$ cat config.mk
export PLATFORM = sky130hd
export DESIGN_NAME = token_prefix_blacklist_filter_top
export DESIGN_NICKNAME = d
export VERILOG_FILES = /design/src/hw/rtl/tpbf_pkg.sv /design/src/hw/rtl/tpbf_ram.sv /design/src/hw/rtl/tpbf_front.sv /design/src/hw/rtl/tpbf_cmd_fifo.sv /design/src/hw/rtl/tpbf_back.sv /design/src/hw/rtl/token_prefix_blacklist_filter_top.sv
export SDC_FILE = /design/constraint.sdc
export NUM_CORES = 1
export LEC_CHECK = 0
export BUFFER_PORTS_ARGS = -buffer_cell sky130_fd_sc_hd__buf_2
export CELL_PAD_IN_SITES_DETAIL_PLACEMENT = 0
export CELL_PAD_IN_SITES_GLOBAL_PLACEMENT = 1
export CORE_AREA = 2 2 207 209
export CTS_CLUSTER_DIAMETER = 60
export DETAILED_ROUTE_END_ITERATION = 10
export DIE_AREA = 0 0 209 211
export PLACE_DENSITY_LB_ADDON = 0.1
export REMOVE_ABC_BUFFERS = 1
export SYNTH_ARGS = -nofsm -noshare
export SYNTH_HDL_FRONTEND = slang
export SYNTH_SLANG_ARGS = --single-unit
$ cat constraint.sdc
create_clock -name clk -period 5.2 [get_ports clk]
set_input_delay 1.04 -clock clk [delete_from_list [all_inputs] [get_ports clk]]
set_output_delay 1.04 -clock clk [all_outputs]
set_load 0.01 [all_outputs]
$ cat src/hw/rtl/tpbf_pkg.sv
// ----------------------------------------------------------------------------
// tpbf_pkg: shared types and constants for the token prefix blacklist filter
// Prefix table, token phase and back-end state encodings, and the command
// record passed from the classifier to the emitter.
// ----------------------------------------------------------------------------
`default_nettype none

package tpbf_pkg;

  // Prefix table geometry
  localparam int PATTERN_COUNT   = 9;
  localparam int MAX_PATTERN_LEN = 28;
  localparam int LEN_W           = $clog2(MAX_PATTERN_LEN + 1);
  localparam int IDX_W           = $clog2(MAX_PATTERN_LEN);

  // Command queue depth default
  localparam int CMD_FIFO_DEPTH  = 4;

  // Configuration port
  localparam int CFG_ADDR_W      = 3;
  localparam int CFG_DATA_W      = 32;
  localparam logic REG_FILTER_ENABLE = 1'b0;   // register index bit

  // Special bytes
  localparam logic [7:0] CHAR_SPACE   = 8'h20;
  localparam logic [7:0] CHAR_NEWLINE = 8'h0A;

  typedef logic [LEN_W-1:0]         len_t;
  typedef logic [IDX_W-1:0]         idx_t;
  typedef logic [PATTERN_COUNT-1:0] mask_t;

  localparam mask_t ALL_PATTERNS = '1;

  // Patterns, right-justified: byte 0 of a pattern sits highest
  localparam logic [MAX_PATTERN_LEN*8-1:0] PAT_TEXT [PATTERN_COUNT] = '{
    {"stack_depot", "_disable"},
    {"cgroup", "_disable"},
    {"loop.max", "_part"},
    {"BOOT", "_IMAGE"},
    {"syscall", "_hardening"},
    {"button.lid", "_init_state"},
    "ROOT=",
    "SRC=",
    {"android", "boot.bootctrl", "_bootcfg"}
  };

  localparam int PAT_LEN [PATTERN_COUNT] = '{19, 14, 13, 10, 17, 21, 5, 4, 28};

  // Token phase
  typedef enum logic [1:0] {
    PH_BETWEEN,
    PH_BUFFER,
    PH_PASS,
    PH_DROP
  } phase_t;

  // Emitter state
  typedef enum logic [2:0] {
    BK_IDLE,
    BK_SEP,
    BK_READ,
    BK_BUF,
    BK_TAIL
  } back_state_t;

  // One output run: optional separator, buffered bytes, optional tail byte
  typedef struct packed {
    logic       has_sep;
    len_t       flush_len;
    logic       has_tail;
    logic [7:0] tail_char;
  } cmd_t;

  // Token buffer write port
  typedef struct packed {
    logic       en;
    idx_t       addr;
    logic [7:0] data;
  } buf_wr_t;

  // Byte of pattern i at position pos (zero beyond its end)
  function automatic logic [7:0] pat_char(input int i, input idx_t pos);
    logic [7:0] ch;
    int         sh;
    sh = PAT_LEN[i] - 1 - int'(pos);
    if (sh < 0) begin
      ch = 8'h00;
    end else begin
      ch = PAT_TEXT[i][sh*8 +: 8];
    end
    return ch;
  endfunction

endpackage

`default_nettype wire

$ cat src/hw/rtl/tpbf_ram.sv
// ----------------------------------------------------------------------------
// tpbf_ram: generic single-write, single-read RAM
// One write port and one read port with registered read data.
// ----------------------------------------------------------------------------
`default_nettype none

module tpbf_ram #(
  parameter int WIDTH = 8,
  parameter int DEPTH = 28
) (
  input  wire logic                     clk,
  input  wire logic                     we,
  input  wire logic [$clog2(DEPTH)-1:0] waddr,
  input  wire logic [WIDTH-1:0]         wdata,
  input  wire logic                     re,
  input  wire logic [$clog2(DEPTH)-1:0] raddr,
  output      logic [WIDTH-1:0]         rdata
);

  logic [WIDTH-1:0] mem [DEPTH];

  // write port
  always_ff @(posedge clk) begin
    if (we) begin
      mem[waddr] <= wdata;
    end
  end

  // registered read, held when not enabled
  always_ff @(posedge clk) begin
    if (re) begin
      rdata <= mem[raddr];
    end
  end

endmodule

`default_nettype wire

$ cat src/hw/rtl/tpbf_front.sv
// ----------------------------------------------------------------------------
// tpbf_front: input classifier
// Tracks token phase and prefix candidates, writes buffered token bytes and
// issues one output command per transaction that produces bytes.
// ----------------------------------------------------------------------------
`default_nettype none

module tpbf_front (
  input  wire logic             clk,
  input  wire logic             rst_n,
  input  wire logic             filter_enable,
  input  wire logic             in_valid,
  input  wire logic [7:0]       in_char,
  input  wire logic             in_eol,
  output      logic             in_stall,
  output      logic             cmd_push,
  output      tpbf_pkg::cmd_t    cmd,
  input  wire logic             cmd_full,
  input  wire logic             flush_done,
  output      tpbf_pkg::buf_wr_t buf_wr,
  output      logic             flush_pend
);
  import tpbf_pkg::*;

  len_t   len_r,   len_nxt;
  mask_t  mask_r,  mask_nxt;
  phase_t phase_r, phase_nxt;
  logic   first_r, first_nxt;
  logic   pend_r,  pend_nxt;

  logic   accept;
  len_t   len_e;
  mask_t  mask_e;
  phase_t ph_e;
  idx_t   pos;
  mask_t  keep;
  logic   hit;
  logic   do_flush;
  len_t   flush_len;
  logic   has_tail;
  logic [7:0] tail_char;

  // no new transaction while a flush still reads the buffer
  assign in_stall   = pend_r || cmd_full;
  assign accept     = in_valid && !in_stall;
  assign flush_pend = pend_r;

  // state as seen by a non-space byte (a new token starts from scratch)
  always_comb begin
    len_e  = (phase_r == PH_BETWEEN) ? '0 : len_r;
    mask_e = (phase_r == PH_BETWEEN) ? ALL_PATTERNS : mask_r;
    ph_e   = (phase_r == PH_BETWEEN) ? PH_BUFFER : phase_r;
    pos    = len_e[IDX_W-1:0];
  end

  // per-pattern compare of the incoming byte
  always_comb begin
    hit = 1'b0;
    for (int i = 0; i < PATTERN_COUNT; i++) begin
      keep[i] = mask_e[i] && (len_e < LEN_W'(PAT_LEN[i])) && (pat_char(i, pos) == in_char);
      if (keep[i] && (len_e + LEN_W'(1) == LEN_W'(PAT_LEN[i]))) begin
        hit = 1'b1;
      end
    end
  end

  // transaction classification and next state
  always_comb begin
    len_nxt     = len_r;
    mask_nxt    = mask_r;
    phase_nxt   = phase_r;
    first_nxt   = first_r;
    do_flush    = 1'b0;
    flush_len   = len_r;
    has_tail    = 1'b0;
    tail_char   = in_char;
    buf_wr.en   = 1'b0;
    buf_wr.addr = pos;
    buf_wr.data = in_char;

    if (accept) begin
      if (in_eol) begin
        do_flush  = filter_enable && (phase_r == PH_BUFFER);
        has_tail  = 1'b1;
        tail_char = CHAR_NEWLINE;
        len_nxt   = '0;
        mask_nxt  = ALL_PATTERNS;
        phase_nxt = PH_BETWEEN;
        first_nxt = 1'b1;
      end else if (!filter_enable) begin
        has_tail = 1'b1;
      end else if (in_char == CHAR_SPACE) begin
        do_flush  = (phase_r == PH_BUFFER);
        phase_nxt = PH_BETWEEN;
        if (do_flush) begin
          first_nxt = 1'b0;
        end
      end else begin
        len_nxt   = len_e;
        mask_nxt  = mask_e;
        phase_nxt = ph_e;
        case (ph_e)
          PH_PASS: begin
            has_tail = 1'b1;
          end
          PH_DROP: begin
          end
          default: begin
            if (len_e >= LEN_W'(MAX_PATTERN_LEN)) begin
              // full buffer: release it, byte follows
              do_flush  = 1'b1;
              flush_len = len_e;
              has_tail  = 1'b1;
              phase_nxt = PH_PASS;
              first_nxt = 1'b0;
            end else begin
              buf_wr.en = 1'b1;
              len_nxt   = len_e + LEN_W'(1);
              mask_nxt  = keep;
              if (hit) begin
                phase_nxt = PH_DROP;
              end else if (keep == '0) begin
                do_flush  = 1'b1;
                flush_len = len_e + LEN_W'(1);
                phase_nxt = PH_PASS;
                first_nxt = 1'b0;
              end
            end
          end
        endcase
      end
    end

    cmd.has_sep   = do_flush && !first_r;
    cmd.flush_len = do_flush ? flush_len : '0;
    cmd.has_tail  = has_tail;
    cmd.tail_char = tail_char;
    cmd_push      = do_flush || has_tail;

    if (accept && do_flush) begin
      pend_nxt = 1'b1;
    end else if (flush_done) begin
      pend_nxt = 1'b0;
    end else begin
      pend_nxt = pend_r;
    end
  end

  // state registers
  always_ff @(posedge clk) begin
    if (!rst_n) begin
      len_r   <= '0;
      mask_r  <= ALL_PATTERNS;
      phase_r <= PH_BETWEEN;
      first_r <= 1'b1;
      pend_r  <= 1'b0;
    end else begin
      len_r   <= len_nxt;
      mask_r  <= mask_nxt;
      phase_r <= phase_nxt;
      first_r <= first_nxt;
      pend_r  <= pend_nxt;
    end
  end

endmodule

`default_nettype wire

$ cat src/hw/rtl/tpbf_cmd_fifo.sv
// ----------------------------------------------------------------------------
// tpbf_cmd_fifo: command queue between classifier and emitter
// Small register FIFO of output commands.
// ----------------------------------------------------------------------------
`default_nettype none

module tpbf_cmd_fifo #(
  parameter int DEPTH = tpbf_pkg::CMD_FIFO_DEPTH
) (
  input  wire logic          clk,
  input  wire logic          rst_n,
  input  wire logic          push,
  input  wire tpbf_pkg::cmd_t push_data,
  output      logic          full,
  input  wire logic          pop,
  output      tpbf_pkg::cmd_t pop_data,
  output      logic          empty
);
  import tpbf_pkg::*;

  localparam int PTR_W = (DEPTH > 1) ? $clog2(DEPTH) : 1;
  localparam int CNT_W = $clog2(DEPTH + 1);

  cmd_t             store [DEPTH];
  logic [PTR_W-1:0] wr_ptr_r, wr_ptr_nxt;
  logic [PTR_W-1:0] rd_ptr_r, rd_ptr_nxt;
  logic [CNT_W-1:0] count_r,  count_nxt;
  logic             do_push, do_pop;

  assign full     = (count_r == CNT_W'(DEPTH));
  assign empty    = (count_r == '0);
  assign do_push  = push && !full;
  assign do_pop   = pop && !empty;
  assign pop_data = store[rd_ptr_r];

  // pointer and count update
  always_comb begin
    wr_ptr_nxt = wr_ptr_r;
    rd_ptr_nxt = rd_ptr_r;
    count_nxt  = count_r;
    if (do_push) begin
      wr_ptr_nxt = (wr_ptr_r == PTR_W'(DEPTH - 1)) ? '0 : wr_ptr_r + PTR_W'(1);
    end
    if (do_pop) begin
      rd_ptr_nxt = (rd_ptr_r == PTR_W'(DEPTH - 1)) ? '0 : rd_ptr_r + PTR_W'(1);
    end
    if (do_push && !do_pop) begin
      count_nxt = count_r + CNT_W'(1);
    end else if (do_pop && !do_push) begin
      count_nxt = count_r - CNT_W'(1);
    end
  end

  always_ff @(posedge clk) begin
    if (!rst_n) begin
      wr_ptr_r <= '0;
      rd_ptr_r <= '0;
      count_r  <= '0;
    end else begin
      wr_ptr_r <= wr_ptr_nxt;
      rd_ptr_r <= rd_ptr_nxt;
      count_r  <= count_nxt;
    end
  end

  // payload storage
  always_ff @(posedge clk) begin
    if (do_push) begin
      store[wr_ptr_r] <= push_data;
    end
  end

endmodule

`default_nettype wire

$ cat src/hw/rtl/tpbf_back.sv
// ----------------------------------------------------------------------------
// tpbf_back: output emitter
// Expands each command into separator, buffered token bytes and tail byte,
// driving a registered output stage.
// ----------------------------------------------------------------------------
`default_nettype none

module tpbf_back (
  input  wire logic           clk,
  input  wire logic           rst_n,
  input  wire logic           cmd_empty,
  input  wire tpbf_pkg::cmd_t  cmd_data,
  output      logic           cmd_pop,
  output      logic           rd_en,
  output      tpbf_pkg::idx_t  rd_addr,
  input  wire logic [7:0]     rd_data,
  output      logic           flush_done,
  output      logic           buf_busy,
  output      logic           out_valid,
  input  wire logic           out_stall,
  output      logic [7:0]     out_char,
  output      logic           out_last
);
  import tpbf_pkg::*;

  back_state_t state_r, state_nxt;
  cmd_t        cmd_r,   cmd_nxt;
  idx_t        idx_r,   idx_nxt;
  logic        out_valid_r;
  logic [7:0]  out_char_r;
  logic        out_last_r;

  logic        slot_free;
  logic        load;
  logic [7:0]  ld_char;
  logic        ld_last;
  logic        last_idx;

  assign slot_free = !out_valid_r || !out_stall;
  assign last_idx  = (LEN_W'(idx_r) + LEN_W'(1) == cmd_r.flush_len);
  assign buf_busy  = (state_r == BK_READ) || (state_r == BK_BUF);

  // run sequencer
  always_comb begin
    state_nxt  = state_r;
    cmd_nxt    = cmd_r;
    idx_nxt    = idx_r;
    cmd_pop    = 1'b0;
    load       = 1'b0;
    ld_char    = cmd_r.tail_char;
    ld_last    = 1'b0;
    rd_en      = 1'b0;
    rd_addr    = idx_r;
    flush_done = 1'b0;

    case (state_r)
      BK_IDLE: begin
        if (!cmd_empty) begin
          cmd_pop = 1'b1;
          cmd_nxt = cmd_data;
          idx_nxt = '0;
          if (cmd_data.has_sep) begin
            state_nxt = BK_SEP;
          end else if (cmd_data.flush_len != '0) begin
            state_nxt = BK_READ;
          end else if (cmd_data.has_tail) begin
            state_nxt = BK_TAIL;
          end
        end
      end
      BK_SEP: begin
        if (slot_free) begin
          load    = 1'b1;
          ld_char = CHAR_SPACE;
          ld_last = (cmd_r.flush_len == '0) && !cmd_r.has_tail;
          if (cmd_r.flush_len != '0) begin
            state_nxt = BK_READ;
          end else if (cmd_r.has_tail) begin
            state_nxt = BK_TAIL;
          end else begin
            state_nxt = BK_IDLE;
          end
        end
      end
      BK_READ: begin
        rd_en     = 1'b1;
        state_nxt = BK_BUF;
      end
      BK_BUF: begin
        if (slot_free) begin
          load    = 1'b1;
          ld_char = rd_data;
          ld_last = last_idx && !cmd_r.has_tail;
          if (last_idx) begin
            flush_done = 1'b1;
            state_nxt  = cmd_r.has_tail ? BK_TAIL : BK_IDLE;
          end else begin
            // prefetch next buffered byte
            idx_nxt = idx_r + IDX_W'(1);
            rd_en   = 1'b1;
            rd_addr = idx_r + IDX_W'(1);
          end
        end
      end
      BK_TAIL: begin
        if (slot_free) begin
          load      = 1'b1;
          ld_last   = 1'b1;
          state_nxt = BK_IDLE;
        end
      end
      default: begin
        state_nxt = BK_IDLE;
      end
    endcase
  end

  always_ff @(posedge clk) begin
    if (!rst_n) begin
      state_r <= BK_IDLE;
    end else begin
      state_r <= state_nxt;
    end
  end

  always_ff @(posedge clk) begin
    cmd_r <= cmd_nxt;
    idx_r <= idx_nxt;
  end

  // output register
  always_ff @(posedge clk) begin
    if (!rst_n) begin
      out_valid_r <= 1'b0;
    end else if (load) begin
      out_valid_r <= 1'b1;
    end else if (!out_stall) begin
      out_valid_r <= 1'b0;
    end
  end

  always_ff @(posedge clk) begin
    if (load) begin
      out_char_r <= ld_char;
      out_last_r <= ld_last;
    end
  end

  assign out_valid = out_valid_r;
  assign out_char  = out_char_r;
  assign out_last  = out_last_r;

endmodule

`default_nettype wire

$ cat src/hw/rtl/token_prefix_blacklist_filter_top.sv
// ----------------------------------------------------------------------------
// token_prefix_blacklist_filter_top: drops tokens starting with fixed prefixes
// Input channel (in_valid/in_stall): one line byte per transaction, or an
// end-of-line marker. Result channel (out_valid/out_stall): filtered bytes,
// out_last_of_run set on the final byte a transaction produces.
// Register filter_enable at address 0 (APB write, reset 1); 0 passes bytes.
// In the emitter a pass-through byte goes through the idle and tail states. A
// token release emits the separator, reads the buffer RAM and then streams
// 1 byte per cycle while the result channel is not stalled; input is held
// off until the buffered bytes have been read out of the RAM. A 4-entry
// command queue decouples classifier and emitter, so input keeps flowing
// while results wait.
// Reset: line state cleared, no pending results, filter enabled.
// A stalled result holds its byte; the emitter then stops, the queue fills,
// and in_stall rises.
// ----------------------------------------------------------------------------
`default_nettype none

module token_prefix_blacklist_filter_top #(
  parameter int CMD_DEPTH = tpbf_pkg::CMD_FIFO_DEPTH
) (
  input  wire logic                            clk,
  input  wire logic                            rst_n,
  // input channel
  input  wire logic                            in_valid,
  output      logic                            in_stall,
  input  wire logic [7:0]                      in_char_in,
  input  wire logic                            in_end_of_line,
  // result channel
  output      logic                            out_valid,
  input  wire logic                            out_stall,
  output      logic [7:0]                      out_char_out,
  output      logic                            out_last_of_run,
  // configuration
  input  wire logic                            cfg_psel,
  input  wire logic                            cfg_penable,
  input  wire logic                            cfg_pwrite,
  input  wire logic [tpbf_pkg::CFG_ADDR_W-1:0] cfg_paddr,
  input  wire logic [tpbf_pkg::CFG_DATA_W-1:0] cfg_pwdata,
  output      logic [tpbf_pkg::CFG_DATA_W-1:0] cfg_prdata,
  output      logic                            cfg_pready
);
  import tpbf_pkg::*;

  logic    enable_r;
  logic    cfg_wr;
  logic    cmd_push, cmd_full, cmd_pop, cmd_empty;
  cmd_t    cmd_in, cmd_out;
  buf_wr_t buf_wr;
  logic    rd_en;
  idx_t    rd_addr;
  logic [7:0] rd_data;
  logic    flush_done, flush_pend, buf_busy;

  // configuration register
  assign cfg_pready = 1'b1;
  assign cfg_wr     = cfg_psel && cfg_penable && cfg_pwrite && cfg_pready;

  always_ff @(posedge clk) begin
    if (!rst_n) begin
      enable_r <= 1'b1;
    end else if (cfg_wr && (cfg_paddr[2] == REG_FILTER_ENABLE)) begin
      enable_r <= cfg_pwdata[0];
    end
  end

  always_comb begin
    cfg_prdata = '0;
    if (cfg_paddr[2] == REG_FILTER_ENABLE) begin
      cfg_prdata[0] = enable_r;
    end
  end

  tpbf_front u_front (
    .clk           (clk),
    .rst_n         (rst_n),
    .filter_enable (enable_r),
    .in_valid      (in_valid),
    .in_char       (in_char_in),
    .in_eol        (in_end_of_line),
    .in_stall      (in_stall),
    .cmd_push      (cmd_push),
    .cmd           (cmd_in),
    .cmd_full      (cmd_full),
    .flush_done    (flush_done),
    .buf_wr        (buf_wr),
    .flush_pend    (flush_pend)
  );

  tpbf_cmd_fifo #(
    .DEPTH (CMD_DEPTH)
  ) u_fifo (
    .clk       (clk),
    .rst_n     (rst_n),
    .push      (cmd_push),
    .push_data (cmd_in),
    .full      (cmd_full),
    .pop       (cmd_pop),
    .pop_data  (cmd_out),
    .empty     (cmd_empty)
  );

  tpbf_ram #(
    .WIDTH (8),
    .DEPTH (MAX_PATTERN_LEN)
  ) u_token_buf (
    .clk   (clk),
    .we    (buf_wr.en),
    .waddr (buf_wr.addr),
    .wdata (buf_wr.data),
    .re    (rd_en),
    .raddr (rd_addr),
    .rdata (rd_data)
  );

  tpbf_back u_back (
    .clk        (clk),
    .rst_n      (rst_n),
    .cmd_empty  (cmd_empty),
    .cmd_data   (cmd_out),
    .cmd_pop    (cmd_pop),
    .rd_en      (rd_en),
    .rd_addr    (rd_addr),
    .rd_data    (rd_data),
    .flush_done (flush_done),
    .buf_busy   (buf_busy),
    .out_valid  (out_valid),
    .out_stall  (out_stall),
    .out_char   (out_char_out),
    .out_last   (out_last_of_run)
  );

  // a command is never pushed into a full queue
  a_no_overflow: assert property (@(posedge clk) disable iff (!rst_n)
    !(cmd_push && cmd_full))
    else $error("command pushed into full queue");

  // buffer reads only happen while the classifier holds off new input
  a_read_guarded: assert property (@(posedge clk) disable iff (!rst_n)
    buf_busy |-> flush_pend)
    else $error("token buffer read without pending flush");

  // buffer is never written while its contents are being released
  a_no_write_in_flush: assert property (@(posedge clk) disable iff (!rst_n)
    flush_pend |-> !buf_wr.en)
    else $error("token buffer written during flush");

endmodule

`default_nettype wire

==> impl_metrics.py, run 1 <==
metrics = {
    "place": {
        "gp_congestion": 0.950,
        "numPortBuffers": 29,
        "dp.cells": 2161,
        "dp_hpwl_um": 39300,
        "dpl_cell_area_mm2": 0.0202,
    },
    "sta": {
        "period_needed_ns": 4.92,
        "finalHoldViolCount": 0,
        "clock.fmax_ghz": 0.203,
        "setup_viol": 0,
        "tightest_slew_ns": 1.06,
        "drv_slew": 0,
        "max-slew-margin-rel_pct": 29.1,
        "final.period_utilization_pct": 94.6,
        "finalClockSkew_ns": 0.0150,
    },
    "synthesis": {
        "synth-seq-cells": 352,
        "yosysWarnings": 0,
        "synth.yosys.seq_area_share_pct": 55.2,
        "synthTopCellsByArea": "edfxtp_1 52%, mux4_2 8.6%, dfxtp_1 3.4%",
        "netlist_instances": 1546,
        "synthesis.area_mm2": 0.0186,
        "ys_async_sr_fraction_pct": 0,
        "netlist.area_leader.share_pct": 51.7,
        "synth_edf_count": 320,
        "yosysMostFrequentCell": "edfxtp_1",
        "yosys.area.top_type": "edfxtp_1",
        "syn-mean-instance-area_um2": 12.0,
        "synth.distinct_cells": 92,
        "ys.flop_type": "edfxtp_1",
        "yosys-top-cells-count": "320 x edfxtp_1, 117 x nand2_1, 117 x nor2_1",
    },
    "finish": {
        "final_nets": 1731,
        "final_cells": 2225,
        "area_delta_synth_final_pct": 15.5,
        "finalInstanceArea_mm2": 0.0214,
        "fin_util_pct": 51.4,
        "drive_gt1_share_pct": 22.7,
    },
    "global_route": {
        "grt_overflow": 0,
        "grt_start_max_net_pins": 57,
        "grt_pass1_vias": 13200,
        "track_usage_pct": 25.6,
        "grt_antenna_before_repair": 1,
        "grt_pass1_wl_um": 84400,
    },
    "run_status": {
        "status": "finished, final reports clean",
    },
    "floorplanning": {
        "die_h_um": 211,
        "rows": 75,
        "die_w_um": 209,
        "start_util_pct": 44.5,
        "coreArea_mm2": 0.0418,
        "dieArea_mm2": 0.0441,
        "io-pin-count": 95,
    },
    "clock_tree": {
        "htree_levels": 2,
        "cts_root_buf": "clkbuf_16",
        "cts_buffers": 38,
        "clk_latency_ns": 0.54,
        "clockBufferDepth": 3,
        "clkSlewWorstSetupHoldPaths_ns": 0.06,
        "cts.sinks": 352,
        "postCtsHoldBufs": 0,
        "post_cts_buffers": 0,
        "cts_tree": "yes",
    },
    "setup_path": {
        "critPathSlowestCell": "or4_4",
        "critPathRequiredTime_ns": 5.64,
        "cp_slowest_stage_delay_ns": 0.43,
        "cp-start-kind": "flip-flop",
        "crit_arrival_ns": 5.36,
        "worstSetupPathType": "reg -> reg",
        "crit_family": "simple AND/OR/NAND/NOR gates",
        "worst-path-buf-inv": 2,
        "end_kind": "flip-flop",
        "worst-path-max-fanout": 8,
        "path_cells": "or2_1 > nand2_2 > ha_1 > nand2b_1 > and3_4 > or2_1 > a211oi_2 > xnor2_1 > or4_4 > a2111oi_4 > nor4_1 > and4b_2 > o221a_2 > nor2_4 > inv_2 > ha_1 > inv_1 > fa_1 > xor2_1 > or3_1 > a21oi_1",
    },
    "pwr": {
        "ir_drop_uv": 357,
        "power_density_mw_per_mm2": 411,
        "power.leakage_nw": 7.32,
    },
    "routing": {
        "highest_layer": "met4",
        "route.detailed.drc": 0,
        "route.met2.wl_um": 25500,
        "dr_wl_met3_um": 3560,
        "wirelength_met1_um": 24300,
        "vias": 13400,
        "firstDrtPassIters": 6,
        "postRouteAntennaNets": 0,
        "wl_per_cell_um": 25.2,
        "viasPerCell": 6.04,
        "routed_wl_um": 56100,
        "first_iter_violations": 1306,
    },
    "hold_path": {
        "hold_class": "reg -> reg",
    },
    "run": {
        "max-cap-violations": 0,
    },
}
==> state kept, by name, indices dropped and copies added (netlist names), named ones only <==
| name | cells |
|---|---|
| u_back.out_char | 8 |
| u_back.out_valid | 1 |
| u_front.phase_r | 2 |
| u_back.state_r | 3 |
| u_back.out_last | 1 |
| u_fifo.rd_ptr_r | 2 |
| u_fifo.wr_ptr_r | 2 |
| u_front.mask_r | 9 |
| u_front.flush_pend | 1 |
| u_back.cmd_r | 14 |
| u_fifo.count_r | 3 |
| u_front.len_r | 5 |
| u_back.idx_r | 5 |
| u_token_buf.mem | 224 |
| enable_r | 1 |
| u_fifo.store | 60 |
| u_token_buf.rdata | 8 |
| u_front.first_r | 1 |
==> power by group <==
part	total, mW	switching [mW]	internal, mW
clock network	2.57	1.07	1.50
registers	3.60	0.179	3.42
logic	2.64	1.46	1.18
total	8.80	2.71	6.10
==> cell type report <==
| cell class | count | area (µm²) |
|---|---|---|
| multi-input cells | 1044 | 7690 |
| diodes | 2 | 5.00 |
| clock inverters | 18 | 206 |
| well taps | 539 | 674 |
| fillers | 3655 | 20300 |
| clock buffers | 44 | 973 |
| repair buffers | 196 | 1520 |
| inverters | 30 | 116 |
| flip-flops and latches | 352 | 10300 |
==> path summary, 6_finish.rpt <==
| path | from | endpoint | slack, ns | depth (start not counted) |
|---|---|---|---|---|
| worst max register to register | u_front.phase_r[0]$_SDFFE_PN0P_ | u_fifo.count_r[2]$_SDFFE_PN0P_ | 0.28 | 21 |
| worst min register to register | u_front.mask_r[6]$_SDFFE_PN1P_ | u_front.mask_r[6]$_SDFFE_PN1P_ | 0.48 | 2 |
| worst max-delay path | u_front.phase_r[0]$_SDFFE_PN0P_ | u_fifo.count_r[2]$_SDFFE_PN0P_ | 0.28 | 21 |
| worst min-delay path | u_front.mask_r[6]$_SDFFE_PN1P_ | u_front.mask_r[6]$_SDFFE_PN1P_ | 0.48 | 2 |
==> repair_timing <==
action,CTS,global route
gates resized for setup,0,21
endpoints found under the setup margin,0,2
hold endpoints to repair,0,0
==> logic make-up (layout without fill, tap and decap cells) <==
logic type / Yosys count / after routing / share of synthesized area, %
flops: 352 / 352 / 55.2
simple gates: 454 / 454 / 12.1
mux: 114 / 114 / 10.9
compound gates: 369 / 369 / 13.0
xor+xnor: 57 / 57 / 2.69
buf+inv: 180 / 288 / 4.79
other cells: 2 / 34 / 0.0404
fa+ha+maj: 18 / 18 / 1.25
==> worst min-delay path, cell delays in order, from the launching register on <==
cell and delay, ns:
dfxtp_1 0.33, o22ai_1 0.07, nand2_1 0.06
==> per-layer routing <==
| metal | up-vias | global-route usage [%] |
|---|---|---|
| met1 | 6630 | 36.0 |
| met4 | 0 | 12.1 |
| met3 | 148 | 3.43 |
| li1 | 6120 | - |
| met5 | - | 0 |
| met2 | 532 | 39.8 |
==> per-stage QoR <==
stage / worst slack, ns / hold slack, ns / setup TNS (ns) / power, mW
CTS: 0.0102 / 0.483 / 0 / 8.89
finish: 0.280 / 0.483 / 0 / 8.80
global route: -0.0121 / 0.518 / -0.0121 / 9.22
global placement: -0.0965 / 0.456 / -0.0965 / 6.29
floorplan: -3.05 / 0.433 / -80.16 / 5.49
detailed placement: 0.0571 / 0.469 / 0 / 6.32
==> cells in the final DEF (no fill, tap or decap), types with 16 or more instances in the layout <==
master     netlist  final
mux4_2          71     71
conb_1           2     32
buf_4           38    157
a21oi_1         94     93
edfxtp_1       320    320
mux2i_1         41     40
nor2b_1         21     21
nor2_1         117    117
clkbuf_16        0     38
a31oi_1         17     17
buf_2           39     29
nand3_1         39     39
xnor2_1         44     43
o21ai_0         83     83
inv_1           23     22
nand2_1        117    116
nand2b_1        16     16
o22ai_1         30     30
nor3_1          29     29
dfxtp_1         32     25
o211ai_1        16     16
Power figures use the tool's default switching activity.
==> run 2, diff against run 1 <==
GPL_TIMING_DRIVEN = 0   (was not set)
==> run 2 against run 1 <==
Sequential power is essentially flat; cell area shrank 1.8%; clock skew grew 0.018 ns; first-iteration DRC count grew 9.7%; maximum frequency shrank 5.1%; via count shrank 1.7%; combinational power grew 2%; register-to-register slack lost 0.27 ns; highest routed layer unchanged.
==> impl_metrics.py, run 2 (synthesis results as in run 1) <==
metrics = {
    "run_status": {
        "status": "finished, final reports clean",
    },
    "routing": {
        "route.detailed.drc": 0,
        "routed_wl_um": 56700,
        "first_iter_violations": 1433,
        "firstDrtPassIters": 5,
        "postRouteAntennaNets": 0,
        "wl_per_cell_um": 26.7,
        "vias": 13200,
        "viasPerCell": 6.22,
    },
    "sta": {
        "final.period_utilization_pct": 99.7,
        "tightest_slew_ns": 1.25,
        "finalHoldViolCount": 0,
        "period_needed_ns": 5.19,
        "whs_ns": 0.484,
        "drv_slew": 0,
        "setup_viol": 0,
        "max-slew-margin-rel_pct": 16.3,
        "finalClockSkew_ns": 0.0331,
        "setup_ws_ns": 0.0144,
        "clock.fmax_ghz": 0.193,
        "rsz0062_at_grt": "yes",
    },
    "setup_path": {
        "cp-start-kind": "flip-flop",
        "end_kind": "flip-flop",
        "critPathRequiredTime_ns": 5.63,
        "crit_arrival_ns": 5.62,
        "reg2regPathDepth": 21,
        "critPathSlowestCell": "a2111oi_1",
        "path_cells": "o21a_4 > inv_2 > ha_4 > buf_4 > a21oi_1 > or3_1 > or4_1 > a2111oi_1 > buf_1 > a311o_1 > nor4_2 > and4b_2 > o221a_4 > nor2_4 > inv_2 > ha_1 > inv_1 > fa_1 > xor2_1 > or3_1 > a21oi_1",
        "cp_slowest_stage_delay_ns": 0.61,
        "worstSetupPathType": "reg -> reg",
        "worst-path-max-fanout": 8,
    },
    "global_route": {
        "grt_overflow": 0,
        "grt_antenna_before_repair": 0,
        "track_usage_pct": 25.6,
        "grt_start_max_net_pins": 50,
        "grt_pass1_vias": 13000,
        "grt_pass1_wl_um": 84400,
    },
    "finish": {
        "final_common_cell": "edfxtp_1",
        "largest_register_ffs": 224,
        "finalInstanceArea_mm2": 0.0211,
        "antenna_cells": 0,
        "reg_top3": "u_token_buf.mem (224), u_fifo.store (60), u_back.cmd_r (14)",
        "final_nets": 1627,
        "fill_cells": 3635,
        "final_cell_mix": "320 x edfxtp_1, 115 x nand2_1, 94 x a21oi_1",
        "fin_util_pct": 50.4,
        "drive_gt1_share_pct": 20.8,
        "top_register": "u_token_buf.mem",
        "area_delta_synth_final_pct": 13.3,
    },
    "place": {
        "numPortBuffers": 29,
        "pre_cts_slack_ns": -2.47,
        "gp_congestion": 0.914,
        "dp_hpwl_um": 35300,
        "dpl_cell_area_mm2": 0.0191,
    },
    "floorplanning": {
        "start_util_pct": 44.5,
        "die_h_um": 211,
        "rows": 75,
        "io-pin-count": 95,
        "dieArea_mm2": 0.0441,
        "die_w_um": 209,
        "coreArea_mm2": 0.0418,
    },
    "clock_tree": {
        "clkSlewWorstSetupHoldPaths_ns": 0.06,
        "cts_root_buf": "clkbuf_16",
        "clockBufferDepth": 3,
        "htree_levels": 2,
        "clk_latency_ns": 0.54,
        "cts_buffers": 39,
        "cts_tree": "yes",
        "postCtsHoldBufs": 0,
        "cts.sinks": 352,
    },
    "pwr": {
        "ir_drop_uv": 240,
        "power.leakage_nw": 6.83,
        "power_density_mw_per_mm2": 423,
    },
    "hold_path": {
        "hold_class": "reg -> reg",
        "min_path_cells": 2,
    },
    "run": {
        "max-cap-violations": 0,
    },
}
run 2: cell count changes in the layout (fill, tap and decap cells not counted), sizes merged:
cell	change
buf	-111
clkbuf	+7
clkinv	+2
clkinvlp	+2
diode	-2
or2	+2
bufinv	-1
inv	-1
mux2i	+1
run 2: cell type report:
type	count	area (µm²)	area share, %
Sequential cell	352	10300	48.8
Timing Repair Buffer	88	806	3.83
Clock inverter	20	181	0.862
Multi-Input combinational cell	1047	7980	37.9
Clock buffer	48	1020	4.84
Inverter	30	124	0.588
Tap cell	539	674	3.20
run 2: per-layer routing:
layer	vias up	global-route usage, %	wire length (µm)
met5	-	0	0
met4	0	12.7	2890
met3	177	3.93	3840
met2	574	39.4	25700
met1	6523	35.7	24300
li1	5933	-	-
run 2: per-stage QoR:
step | cells | setup TNS [ns] | power (mW)
floorplan | 1426 | -80.16 | 5.49
global placement | 1994 | -752.50 | 6.37
detailed placement | 2013 | -353.30 | 6.33
CTS | 2104 | -0.128 | 8.95
global route | 2124 | -0.102 | 9.34
finish | 2124 | 0 | 8.91
run 2: final timing paths:
kind	slack, ns	from	endpoint
max reg2reg	0.01	u_front.phase_r[0]$_SDFFE_PN0P_	u_fifo.count_r[2]$_SDFFE_PN0P_
min reg2reg	0.48	u_front.mask_r[7]$_SDFFE_PN1P_	u_front.mask_r[7]$_SDFFE_PN1P_
max	0.01	u_front.phase_r[0]$_SDFFE_PN0P_	u_fifo.count_r[2]$_SDFFE_PN0P_
min	0.48	u_front.mask_r[7]$_SDFFE_PN1P_	u_front.mask_r[7]$_SDFFE_PN1P_
run 2: timing repair:
item                       4_1_cts  5_1_grt
hold endpoints to repair         0        0
setup endpoints to repair      298      192
gates cloned                     2        2
pin swaps                        7        7
gates resized for setup         58       31
setup buffers                   21       18
run 2: power by group:
part	internal [mW]	switching, mW	total [mW]
Clock	1.51	1.10	2.60
Combinational	1.22	1.48	2.70
Sequential	3.42	0.191	3.61
run 2: worst max-delay path: cells and delay by family, from the launching register on:
family                   cells  cell delay (ns)
flip-flops                   1             0.40
XOR/XNOR                     1             0.07
adder cells (fa/ha/maj)      3             0.68
AND/OR/NAND/NOR              6             1.57
AO/OA/AOI/OAI                6             1.51
buffers and inverters        5             0.83
==> run 3, diff against run 2 <==
CORE_AREA = 2 2 189 228   (was 2 2 207 209)
DIE_AREA = 0 0 191 230   (was 0 0 209 211)
==> run 3 against run 2 <==
Critical path depth shrank 12; largest cell class unchanged; register-to-register slack improved by 0.04 ns; sequential power is essentially flat; die area shrank 0.38%; largest power group unchanged; clock-buffer cell count shrank 10; combinational power is 1% lower; highest routed layer unchanged.
==> impl_metrics.py, run 3 (synthesis results as in run 1) <==
metrics = {
    "sta": {
        "setup_viol": 0,
        "setup_ws_ns": 0.00104,
        "tns_ns": 0,
        "clock.fmax_ghz": 0.192,
        "max-slew-margin-rel_pct": 16.0,
        "finalClockSkew_ns": 0.0170,
        "tightest_slew_ns": 1.25,
        "period_needed_ns": 5.20,
        "final.period_utilization_pct": 100,
        "rsz0062_at_grt": "yes",
        "finalHoldViolCount": 0,
        "drv_slew": 0,
    },
    "place": {
        "numPortBuffers": 29,
        "dp_hpwl_um": 35600,
        "gp_congestion": 0.930,
        "dpl_cell_area_mm2": 0.0192,
        "pre_cts_slack_ns": -2.43,
    },
    "setup_path": {
        "end_kind": "flip-flop",
        "worstSetupPathType": "in -> reg",
        "cp-start-kind": "input port",
        "crit_arrival_ns": 5.35,
        "worst-path-max-fanout": 41,
        "critPathRequiredTime_ns": 5.36,
    },
    "pwr": {
        "power_density_mw_per_mm2": 419,
        "seq_power_share_pct": 41.2,
        "ir_drop_uv": 341,
        "switching_share_pct": 30.7,
        "power.leakage_nw": 6.75,
        "p_sw_mw": 2.68,
        "internal-power_mw": 6.06,
        "power_frac_comb_pct": 30.4,
        "clkPwrFrac_pct": 28.3,
    },
    "global_route": {
        "grt_pass1_wl_um": 82800,
        "track_usage_pct": 25.3,
        "grt_overflow": 0,
        "grt_pass1_vias": 13100,
        "grt_start_max_net_pins": 48,
        "grt_antenna_before_repair": 0,
    },
    "clock_tree": {
        "cts.sinks": 352,
        "cts_buffers": 35,
        "clk_latency_ns": 0.53,
        "clockBufferDepth": 3,
        "postCtsHoldBufs": 0,
        "clkSlewWorstSetupHoldPaths_ns": 0.06,
        "cts_tree": "yes",
        "cts_root_buf": "clkbuf_16",
        "htree_levels": 2,
    },
    "finish": {
        "final_common_cell": "edfxtp_1",
        "area_delta_synth_final_pct": 12.3,
        "finalInstanceArea_mm2": 0.0209,
        "drive_gt1_share_pct": 19.5,
        "fill_cells": 3672,
        "top_register": "u_token_buf.mem",
        "largest_register_ffs": 224,
        "final_nets": 1610,
        "antenna_cells": 0,
        "reg_top3": "u_token_buf.mem (224), u_fifo.store (60), u_back.cmd_r (14)",
        "final_cell_mix": "320 x edfxtp_1, 116 x nand2_1, 103 x nor2_1",
        "fin_util_pct": 50.2,
    },
    "floorplanning": {
        "die_w_um": 191,
        "dieArea_mm2": 0.0439,
        "die_h_um": 230,
        "rows": 82,
        "coreArea_mm2": 0.0416,
        "start_util_pct": 44.7,
        "io-pin-count": 95,
    },
    "routing": {
        "viasPerCell": 6.25,
        "wl_per_cell_um": 26.2,
        "routed_wl_um": 55300,
        "postRouteAntennaNets": 0,
        "firstDrtPassIters": 6,
        "vias": 13200,
        "route.detailed.drc": 0,
        "first_iter_violations": 1367,
    },
    "hold_path": {
        "hold_class": "reg -> reg",
    },
    "run": {
        "max-cap-violations": 0,
    },
    "run_status": {
        "status": "finished, final reports clean",
    },
}
==> run 3: final timing paths <==
path / from / to / slack [ns] / cells past startpoint
max: in_char_in[3] / u_token_buf.mem[6][6]$_DFFE_PP_ / 0.001 / 9
min: u_fifo.rd_ptr_r[1]$_SDFFE_PN0P_ / u_fifo.rd_ptr_r[1]$_SDFFE_PN0P_ / 0.48 / 2
max reg2reg: u_front.phase_r[1]$_SDFFE_PN0P_ / u_fifo.count_r[2]$_SDFFE_PN0P_ / 0.05 / 22
min reg2reg: u_fifo.rd_ptr_r[1]$_SDFFE_PN0P_ / u_fifo.rd_ptr_r[1]$_SDFFE_PN0P_ / 0.48 / 2
==> run 3: routing by layer <==
metal  share of wire (%)  GRT usage (%)  up-vias
met4                 5.7           13.2        0
met2                  47           41.2      584
met1                  41           33.2     6537
met3                 5.9           3.14      185
li1                    -              -     5874
met5                   0              0        -
==> run 3: power by group through the flow <==
stage / Sequential (mW) / Combinational (mW) / Clock, mW
final: 3.60 / 2.66 / 2.48
after global routing: 3.63 / 2.91 / 2.64
after CTS: 3.61 / 2.69 / 2.54
after detailed placement: 3.67 / 2.67 / 0
after global placement: 3.67 / 2.69 / 0
after floorplan: 3.62 / 1.87 / 0
==> run 3: final cells by class <==
class / count / area [µm²] / share of cell area (%)
clock inverter: 22 / 218 / 1.04
tap: 546 / 683 / 3.27
inverter: 30 / 124 / 0.594
clock buffer: 38 / 908 / 4.35
multi-input combinational: 1045 / 7920 / 38.0
timing repair buffer: 77 / 732 / 3.51
sequential: 352 / 10300 / 49.3
==> run 3: timing repair <==
| action | in CTS | in global routing |
|---|---|---|
| pin swaps | 9 | 6 |
| resized for setup | 55 | 20 |
| buffers inserted | 22 | 7 |
| cloned | 0 | 1 |
| endpoints found under the setup margin | 274 | 163 |
==> run 3: metrics by stage <==
step / hold WS [ns] / std cells / power (mW)
6_report: 0.478 / 2110 / 8.74
5_1_grt: 0.504 / 2110 / 9.18
4_1_cts: 0.476 / 2102 / 8.84
3_5_place_dp: 0.462 / 2020 / 6.34
3_3_place_gp: 0.450 / 2001 / 6.36
2_1_floorplan: 0.433 / 1426 / 5.49
==> run 3: critical path, cell delays in order <==
cell,delay [ns]
buf_2,0.72
inv_2,0.39
nand2_1,0.27
nor2_1,0.11
a21oi_1,0.53
nand3_1,0.41
nor3_4,0.57
nand2_1,0.48
nor2_1,0.79
